$ cat config.mk
export PLATFORM = sky130hd
export DESIGN_NAME = swr_queue
export DESIGN_NICKNAME = d
export VERILOG_FILES = /design/src/rtl/swr_pkg.sv /design/src/rtl/swr_queue.sv
export SDC_FILE = /design/constraint.sdc
export NUM_CORES = 1
export LEC_CHECK = 0
export BUFFER_PORTS_ARGS = -buffer_cell sky130_fd_sc_hd__buf_2
export CORE_MARGIN = 8
export CORE_UTILIZATION = 52
export CTS_CLUSTER_DIAMETER = 120
export DETAILED_ROUTE_END_ITERATION = 8
export PLACE_DENSITY_LB_ADDON = 0.25
export SLEW_MARGIN = 20
export SYNTH_ARGS = -nofsm -noshare
export SYNTH_HDL_FRONTEND = slang
export SYNTH_SLANG_ARGS = --single-unit
$ cat constraint.sdc
create_clock -name clk -period 3.95 [get_ports clk]
set_input_delay 0 -clock clk [delete_from_list [all_inputs] [get_ports clk]]
set_output_delay 0 -clock clk [all_outputs]
set_load 0.005 [all_outputs]
$ cat src/rtl/swr_pkg.sv
// swr_pkg: shared widths, register indexes and the draw descriptor for the
// sample_without_replacement block
// no dependencies
`default_nettype none

package swr_pkg;

    localparam int WORD_W    = 32;
    localparam int SPAN_W    = 11;
    localparam int CFG_IDX_W = 2;
    localparam int EPOCH_W   = 8;
    localparam int DIV_STEPS = 32;
    localparam int STEP_W    = 5;

    // configuration register indexes
    localparam logic [CFG_IDX_W-1:0] REG_LOW_BOUND    = 2'd0;
    localparam logic [CFG_IDX_W-1:0] REG_SPAN         = 2'd1;
    localparam logic [CFG_IDX_W-1:0] REG_SAMPLE_COUNT = 2'd2;

    // one classified draw, front to back
    typedef struct packed {
        logic [WORD_W-1:0] random_word;
        logic [SPAN_W-1:0] position;
        logic [SPAN_W-1:0] divisor;
        logic              last;
        logic              exhausted;
    } draw_item_t;

    // back to front status
    typedef struct packed {
        logic clearing;
    } back_status_t;

endpackage

`default_nettype wire

$ cat src/rtl/swr_queue.sv
// swr_queue: two-entry queue of classified draws between front and back
// depends on swr_pkg
`default_nettype none

module swr_queue (
    input  logic                clk,
    input  logic                rst_n,
    input  logic                push_valid,
    input  swr_pkg::draw_item_t push_item,
    output logic                push_ready,
    output logic                pop_valid,
    input  logic                pop_ready,
    output swr_pkg::draw_item_t pop_item
);
    import swr_pkg::*;

    draw_item_t  entry_reg [2];
    logic        wr_ptr_reg;
    logic        wr_ptr_next;
    logic        rd_ptr_reg;
    logic        rd_ptr_next;
    logic [1:0]  count_reg;
    logic [1:0]  count_next;
    logic        do_push;
    logic        do_pop;

    assign push_ready = (count_reg != 2'd2);
    assign pop_valid  = (count_reg != 2'd0);
    assign pop_item   = entry_reg[rd_ptr_reg];
    assign do_push    = push_valid && push_ready;
    assign do_pop     = pop_valid && pop_ready;

    always_comb
    begin
        wr_ptr_next = do_push ? !wr_ptr_reg : wr_ptr_reg;
        rd_ptr_next = do_pop ? !rd_ptr_reg : rd_ptr_reg;
        count_next  = count_reg;
        if (do_push && !do_pop)
            count_next = count_reg + 2'd1;
        else if (do_pop && !do_push)
            count_next = count_reg - 2'd1;
    end

    always_ff @(posedge clk)
    begin
        if (do_push)
            entry_reg[wr_ptr_reg] <= push_item;
    end

    always_ff @(posedge clk or negedge rst_n)
    begin
        if (!rst_n)
        begin
            wr_ptr_reg <= 1'b0;
            rd_ptr_reg <= 1'b0;
            count_reg  <= 2'd0;
        end
        else
        begin
            wr_ptr_reg <= wr_ptr_next;
            rd_ptr_reg <= rd_ptr_next;
            count_reg  <= count_next;
        end
    end

endmodule

`default_nettype wire

==> impl_metrics.toml <==
[global_routing]
grt_max_degree = 39
grt_pass1_vias = 2657
grt_pass1_wl_mm = 13.9
grt_usage_pct = 16.0
overflow = 0
antenna_found_initial = 0

[timing]
slew_headroom_pct = 40.9
setup-violations-final = 0
rsz0062_at_grt = "false"
period_share_pct = 62.9
final.setup.tns_ns = 0
tightestPinTransition_ns = 0.887
drv_slew = 0
hold_violations = 0
period_minus_slack_ns = 2.49
skew_ns = 0.0101
clock.fmax_mhz = 402

[synthesis]
synth_cells = 192
synth-simple-area-share_pct = 0.776
synth_nets = 253
synth_cell_types = 15
syn_avg_cell_area_um2 = 22.7
synth_xor_area_share_pct = 1.01
netlist_area_mm2 = 0.00436
synth_fa_ha_area_share_pct = 0.287
synth_top_family_by_area = "multiplexers"
synth_mux_area_share_pct = 17.1
synth_compound_area_share_pct = 0
synth_seq_cells = 116
yosys_warnings = 0
yosysSeqAreaShare_pct = 79.5

[routing]
drtAntennaViolNets = 0
vias_per_cell = 4.76
firstDrtPassIters = 4
route.detailed.drc = 0
routedWlPerCell_um = 17.4
routed-via-count = 2394
drt_iter0_markers = 68
routed_wirelength_mm = 8.76

[pwr]
vdd.ir_drop.worst_mv = 0.589
p_leak_uw = 0.00246
power_density_mw_per_mm2 = 694

[placement]
gp_congestion = 0.698
numPortBuffers = 117

[final_layout]
num-nets-final = 446
syn_to_final_growth_pct = 41.5
diodes = 0
final_util_pct = 75.4
multi_input_area_um2 = 842
largest_register_ffs = 112
drive_above_1_share_pct = 51.8
seqCellArea_mm2 = 0.00346
fillCellCount = 472

[clock_network]
cts_htree_levels = 4
clock_latency_ns = 0.50
clock_path_buffers = 2
clkSlewWorstSetupHoldPaths_ns = 0.05
post_cts_resize_count = 0
clock_sinks = 116
clock_tree.root_cell = "clkbuf_8"
cts_made_buffers = 17
cts_tree = "done"

[floorplan]
die_y_um = 108
initial_core_util_pct = 53.3
num_rows = 33
die_w_um = 108
core-area_mm2 = 0.00818
io_pins = 118
fp.dieArea_mm2 = 0.0116

[critical_path]
cp-end-kind = "primary output"
path_cells = "buf_4 > mux2_2 > buf_2"
crit_path_top_delay_cell = "dfrtp_2"
worstSetupPathType = "flip-flop to primary output"
critPathBufInv = 2
critPathTopFamily = "flip-flops"
cp-start-kind = "flip-flop"
cp.arrival_ns = 2.49
crit_start = "rd_ptr_reg"
slowest_delay_ns = 0.87
required_ns = 3.95
rr_startpoint = "count_reg[0]"
cp_max_fo = 30

[hold_path]
min-delay-start = "push_item[4]"
hold_class = "input port to flip-flop"

[status]
status = "finished, final reports clean"

[run]
drv_cap = 0
-- cell usage after synthesis --
cell type	instances	area [um2]
nor2_1	2	7.51
nand2_1	2	7.51
buf_2	2	10.0
mux2_4	30	450
mux2_2	26	293
xor2_1	2	17.5
xnor2_1	3	26.3
buf_6	4	45.0
and3_1	1	6.26
dfrtp_1	4	100
inv_1	1	3.75
edfxtp_1	112	3360
ha_1	1	12.5
nand2b_1	1	6.26
or2_2	1	6.26
-- worst register-to-register path, cell delays in order, from the launching register on --
cell and delay [ns]:
dfrtp_1 0.40, nand2b_1 0.18, nand2_1 0.16, nor2_4 0.59, buf_4 0.53
-- stage by stage --
step	std cells	hold slack (ns)	power [uW]	area, um2	setup slack (ns)
after detailed placement	411	-0.186	2970	5050	1.74
final	503	0.220	4280	6160	1.46
after CTS	503	0.188	4320	6160	1.40
after global placement	411	-0.189	2950	5050	1.79
after floorplan	192	-0.296	2550	4360	0.485
after global routing	503	0.202	4480	6160	1.32
-- what timing repair did --
item	in CTS	in global routing
hold endpoints to repair	119	0
setup buffers	0	0
endpoints found under the setup margin	0	0
hold buffers	60	0
-- layout make-up --
cell class	instances	area share, %
sequential	116	56.2
inverter	1	0.0609
clock buffer	19	6.84
clock inverter	13	1.50
multi-input combinational	69	13.7
tap	105	2.13
timing repair buffer	180	19.6
-- layout by cell type, fill, tap and decap left out --
cell type | synthesis | layout
edfxtp_1 | 112 | 112
and3_2 | 0 | 1
or2_2 | 1 | 1
ha_1 | 1 | 1
inv_1 | 1 | 1
nand2b_1 | 1 | 1
xnor2_1 | 3 | 3
clkinv_2 | 0 | 5
clkinv_1 | 0 | 4
nor2_4 | 0 | 1
buf_2 | 2 | 117
bufinv_16 | 0 | 1
dfrtp_2 | 0 | 1
clkbuf_8 | 0 | 1
clkbuf_16 | 0 | 16
mux2_2 | 26 | 26
clkbuf_1 | 0 | 2
buf_4 | 0 | 3
dlygate4sd3_1 | 0 | 60
nor2_1 | 2 | 1
mux2_4 | 30 | 30
xor2_1 | 2 | 2
dfrtp_1 | 4 | 3
clkinvlp_4 | 0 | 3
nand2_1 | 2 | 2
-- kinds of logic (layout without fill, tap and decap cells) --
group,after synthesis,in the layout
muxes,56,56
buffers and inverters,7,213
xor gates and xnor gates,5,5
DFF,116,116
adders and majority gates,1,1
and+or+nand+nor,7,7
-- power by group --
group          leakage (uW)  internal [uW]  switching (uW)  total [uW]
Clock              0.000247            814             481        1290
Sequential          0.00109           1690             140        1830
Combinational       0.00112            640             512        1150
Total               0.00246           3140            1130        4280
-- final timing paths --
path	end	slack [ns]	cells after the start
worst max-delay path	pop_item[52]	1.46	3
worst min-delay path	entry_reg[1][4]	0.22	2
worst max register to register	entry_reg[0][11]	1.73	4
worst min register to register	count_reg[1]	0.50	1
max in group asynchronous	rd_ptr_reg	3.32	3
min in group asynchronous	count_reg[0]	0.43	3
-- routing by layer --
| metal | share of wire [%] | GRT usage [%] | vias to the layer above | routed length, um |
|---|---|---|---|---|
| met5 | 0 | 0 | - | 0 |
| met4 | 1.7 | 7.33 | 0 | 146 |
| met3 | 7.6 | 6.77 | 13 | 663 |
| met2 | 52 | 27.2 | 86 | 4550 |
| met1 | 39 | 17.0 | 1150 | 3400 |
| li1 | - | - | 1145 | - |
No activity file was read; power rests on OpenSTA's default activity.
