--- src/rtl/swr_pkg.sv ---
// swr_pkg: shared widths, register indexes and the draw descriptor for the
// sample_without_replacement block
// no dependencies
`default_nettype none

package swr_pkg;

    localparam int WORD_W    = 32;
    localparam int SPAN_W    = 11;
    localparam int CFG_IDX_W = 2;
    localparam int EPOCH_W   = 8;
    localparam int DIV_STEPS = 32;
    localparam int STEP_W    = 5;

    // configuration register indexes
    localparam logic [CFG_IDX_W-1:0] REG_LOW_BOUND    = 2'd0;
    localparam logic [CFG_IDX_W-1:0] REG_SPAN         = 2'd1;
    localparam logic [CFG_IDX_W-1:0] REG_SAMPLE_COUNT = 2'd2;

    // one classified draw, front to back
    typedef struct packed {
        logic [WORD_W-1:0] random_word;
        logic [SPAN_W-1:0] position;
        logic [SPAN_W-1:0] divisor;
        logic              last;
        logic              exhausted;
    } draw_item_t;

    // back to front status
    typedef struct packed {
        logic clearing;
    } back_status_t;

endpackage

`default_nettype wire

--- src/rtl/swr_front.sv ---
// swr_front: accepts random words, tracks the draw position and classifies
// each beat as a draw or an exhausted beat
// depends on swr_pkg
`default_nettype none

module swr_front #(
    parameter int RANGE_DEPTH = 1024
) (
    input  logic                        clk,
    input  logic                        rst_n,
    input  logic                        item_valid,
    output logic                        item_stall,
    input  logic [swr_pkg::WORD_W-1:0]  random_word,
    input  logic [swr_pkg::SPAN_W-1:0]  span,
    input  logic [swr_pkg::SPAN_W-1:0]  sample_count,
    input  swr_pkg::back_status_t       status,
    input  logic                        push_ready,
    output logic                        push_valid,
    output swr_pkg::draw_item_t         push_item
);
    import swr_pkg::*;

    localparam int DW = $clog2(RANGE_DEPTH + 1);
    localparam int CW = (DW > SPAN_W) ? DW : SPAN_W;

    logic [SPAN_W-1:0] position_reg;
    logic [SPAN_W-1:0] position_next;
    logic [CW-1:0]     span_wide;
    logic [CW-1:0]     depth_wide;
    logic [CW-1:0]     eff_wide;
    logic [SPAN_W-1:0] eff_span;
    logic              exh;
    logic              count_hit;
    logic              last_draw;
    logic              accept;

    // span above table depth is clamped to the depth
    assign span_wide  = CW'(span);
    assign depth_wide = CW'(RANGE_DEPTH);
    assign eff_wide   = (span_wide > depth_wide) ? depth_wide : span_wide;
    assign eff_span   = eff_wide[SPAN_W-1:0];

    assign exh       = (position_reg >= eff_span);
    assign count_hit = ((SPAN_W + 1)'(position_reg) + (SPAN_W + 1)'(1))
                       == (SPAN_W + 1)'(sample_count);
    assign last_draw = !exh && count_hit;

    assign accept     = item_valid && push_ready && !status.clearing;
    assign item_stall = !(push_ready && !status.clearing);
    assign push_valid = accept;

    always_comb
    begin
        push_item.random_word = random_word;
        push_item.position    = position_reg;
        push_item.divisor     = eff_span - position_reg;
        push_item.last        = last_draw;
        push_item.exhausted   = exh;
    end

    always_comb
    begin
        position_next = position_reg;
        if (accept)
        begin
            if (exh || last_draw)
                position_next = '0;
            else
                position_next = position_reg + SPAN_W'(1);
        end
    end

    always_ff @(posedge clk or negedge rst_n)
    begin
        if (!rst_n)
            position_reg <= '0;
        else
            position_reg <= position_next;
    end

endmodule

`default_nettype wire

--- config.mk ---
export PLATFORM = sky130hd
export DESIGN_NAME = swr_front
export DESIGN_NICKNAME = d
export VERILOG_FILES = /design/src/rtl/swr_pkg.sv /design/src/rtl/swr_front.sv
export SDC_FILE = /design/constraint.sdc
export NUM_CORES = 1
export LEC_CHECK = 0
export ABC_AREA = 1
export ABC_CLOCK_PERIOD_IN_PS = 5590
export BUFFER_PORTS_ARGS = -buffer_cell sky130_fd_sc_hd__buf_4
export CAP_MARGIN = 40
export CORE_ASPECT_RATIO = 1.1
export CORE_MARGIN = 1.5
export CORE_UTILIZATION = 47
export DETAILED_ROUTE_END_ITERATION = 7
export MAX_ROUTING_LAYER = met4
export PLACE_DENSITY = 0.87
export RECOVER_POWER = 100
export SKIP_CTS_REPAIR_TIMING = 1
export SLEW_MARGIN = 5
export SYNTH_ARGS = -nofsm -noshare
export SYNTH_HDL_FRONTEND = slang
export SYNTH_SLANG_ARGS = --single-unit
export TNS_END_PERCENT = 100
--- constraint.sdc ---
create_clock -name clk -period 5.59 [get_ports clk]
set_clock_uncertainty 0.15 [all_clocks]
set_input_delay 0.2795 -clock clk [delete_from_list [all_inputs] [get_ports clk]]
set_output_delay 0.2795 -clock clk [all_outputs]
set_load 0.05 [all_outputs]
==> out/metrics.csv <==
stage,metric,value,unit
yosys,synth.area.mux_share,0,%
yosys,synth_top_area_cell,nand2_1,
sta,timing.fmax,294,MHz
sta,rsz0062_at_grt,no,
yosys,ys.warnings.count,0,
yosys,postSynth.asyncResetShare,100,%
route,wl,4480,um
yosys,synth_top_family_by_area,simple AND/OR/NAND/NOR gates,
global_route,track_usage,21.2,%
yosys,synthXorXnorAreaFrac,4.16,%
yosys,yosysSeqAreaShare,14.5,%
yosys,synth_compound_area_share,7.00,%
route,drc,0,
yosys,synth_cell_types,31,
route,drt_iter0_markers,94,
global_route,grt_max_degree,24,
cts,htreeDepth,1,
sta,hold_ws,0.409,ns
yosys,synthTopCellsByArea,"nand2_1, dfrtp_1, buf_4",
route,final_antenna_net_count,0,
worst_setup_path,cp_cell_sequence,clkbuf_4 > inv_1 > nand4_1 > nor3_1 > nand2_1 > nand2_1 > nand2_1 > ha_1 > fa_1 > nor3_1 > nor2_1 > o21ai_0 > nand3_1 > nand2_1 > xor2_1 > clkbuf_1,
worst_setup_path,end_kind,output pin,
floorplan,die_y,69.6,um
cts,cts_tree,yes,
sta,setup-violations-final,0,
worst_setup_path,critPathMostFrequentCell,nand2_1,
layout,antenna_cells,0,
global_route,antenna_found_initial,0,
yosys,synth-edff-count,0,
worst_setup_path,worst-path-max-fanout,3,
placement,dpl.hpwl,3640,um
cts,cts_max_path_buffers,2,
route,route.vias.total,1937,
worst_setup_path,start_kind,input pin,
placement,place.gp.congestion,0.933,
layout,stdcell_area,0.00200,sq mm
layout,fin_nets,402,
route,viasPerCell,5.08,
sta,relSlewSlack,42.8,%
layout,post-route-util,51.3,%
worst_setup_path,arrival,2.98,ns
outcome,status,"complete, no violations",
floorplan,die_area,0.00442,sq mm
layout,drive_above_1_share,13.1,%
global_route,grt_pass1_wl,7470,um
yosys,ys_ff_latch,11,
sta,min_period,3.41,ns
sta,finalMaxSlewViolations,0,
yosys,synthTopCellsByCount,"nand2_1, inv_1, buf_4, nand3_1, nor2_1",
worst_setup_path,cp_num_buf_inv,3,
floorplan,initial_core_util,48.5,%
route,drt-pass1-iter-count,4,
worst_setup_path,slowest_stage,clkbuf_1,
worst_setup_path,path_class,input pin to output pin,
cts,numCtsBuffers,3,
floorplan,core,0.00390,sq mm
min_path,hold_class,input pin to output pin,
floorplan,rows,24,
sta,finalCritPeriodShare,60.9,%
placement,place_area,0.00205,sq mm
yosys,synth_nets,383,
route,routedWlPerCell,11.8,um
yosys,ys.flop_type,dfrtp_1,
sta,hold_viol,0,
layout,syn_to_final_growth,5.81,%
worst_setup_path,crit_required,5.16,ns
global_route,grt_overflow,0,
power_and_ir_drop,cellPowerDensity,238,mW/mm^2
global_route,grt_pass1_vias,1754,
placement,port_buffers,52,
cts,cts_root_buf,clkbuf_8,
yosys,syn-cell-area,0.00189,sq mm
worst_setup_path,max_stage_delay,0.48,ns
power_and_ir_drop,irDropWorstVdd,0.166,mV
yosys,synthAdderAreaFrac,8.98,%
cts,clock_sinks,11,
worst_setup_path,cp_top_family,simple AND/OR/NAND/NOR gates,
yosys,synth_most_common_cell,nand2_1,
floorplan,die_x,63.5,um
floorplan,ios,117,
sta,worst_slew_pin_slew,0.856,ns
sta,tns,0,ns
layout,largest_register_ff_count,11,
yosys,yosys.area_share.simple,40.4,%
cts,worstSkewPairLatency,0.24,ns
job,maxCapViolations,0,
yosys,netlist_instances,311,
power_and_ir_drop,leakage,1.05,nW
yosys,yosysTopAreaCellShare,17.6,%
yosys,avgSynthCellArea,6.09,sq um
==> where the power goes <==
part           switching, mW  internal (mW)  total (mW)
Sequential            0.0190         0.0858       0.105
Combinational          0.215         0.0749       0.290
Clock                 0.0322         0.0503      0.0825
==> worst reg2reg max path: cells and delay by family, from the launching register on <==
| kind | cells | cell delay (ns) |
|---|---|---|
| AND/OR/NAND/NOR | 5 | 0.56 |
| AO/OA/AOI/OAI | 2 | 0.46 |
| adder cells (fa/ha/maj) | 1 | 0.36 |
| flip-flops | 1 | 0.51 |
| buffers and inverters | 2 | 0.44 |
==> routing by layer <==
metal | GRT usage, % | share of wire (%) | vias to the layer above | routed length [um]
met5 | - | 0 | - | 0
met4 | 8.94 | 3.2 | 0 | 144
met3 | 3.41 | 6.8 | 17 | 305
met2 | 35.6 | 48 | 90 | 2170
met1 | 25.1 | 42 | 847 | 1860
li1 | - | - | 983 | -
==> cells in the final DEF, fill, tap and decap left out <==
cell type / n
xnor2_1: 3
nor2_1: 27
clkbuf_1: 28
clkinv_1: 1
dlygate4sd3_1: 1
and2_4: 1
nand3_2: 5
xor2_1: 6
o211ai_1: 1
nand4_1: 4
a21oi_1: 13
a21o_1: 2
ha_1: 12
clkbuf_4: 1
fa_1: 1
o21bai_1: 1
dfrtp_1: 11
inv_1: 44
nand3_1: 27
nand3b_1: 4
nor3_1: 3
nor4_1: 1
nor2_4: 2
nor2_2: 4
o21ai_0: 5
nand2_1: 89
buf_4: 24
clkbuf_8: 3
inv_2: 1
o21a_1: 1
nand2_2: 2
o21ai_1: 1
==> path summary, 6_finish.rpt <==
kind | from | endpoint | slack, ns | cells after the start
worst max-delay path | span[9] | push_item[12] | 2.18 | 16
worst min-delay path | random_word[5] | push_item[29] | 0.41 | 0
worst max register to register | position_reg[2]$_DFFE_PN0P_ | position_reg[1]$_DFFE_PN0P_ | 3.03 | 10
worst min register to register | position_reg[8]$_DFFE_PN0P_ | position_reg[8]$_DFFE_PN0P_ | 0.43 | 2
max in group asynchronous | rst_n | position_reg[10]$_DFFE_PN0P_ | 4.44 | 2
min in group asynchronous | rst_n | position_reg[4]$_DFFE_PN0P_ | 0.43 | 2
==> kinds of logic (layout without fill, tap and decap cells) <==
| logic type | after synthesis | in the layout |
|---|---|---|
| DFF | 11 | 11 |
| adders and majority gates | 13 | 13 |
| buffers and inverters | 85 | 103 |
| and+or+nand+nor | 169 | 169 |
| xor gates and xnor gates | 9 | 9 |
| AOI/OAI and AO/OA | 24 | 24 |
==> area by class of cell <==
class / count / area (sq um)
clock buffers: 4 / 45.0
inverters: 46 / 173
well taps: 52 / 65.1
multi-input cells: 215 / 1150
fillers: 414 / 1900
repair buffers: 53 / 299
flip-flops and latches: 11 / 275
==> stage by stage <==
step	instances	setup slack (ns)	power (mW)
floorplan	311	2.34	0.399
global placement	376	2.53	0.420
detailed placement	376	2.44	0.425
CTS	380	2.44	0.508
global route	381	1.91	0.509
finish	381	2.18	0.477
No activity file was read; power rests on OpenSTA's default activity.
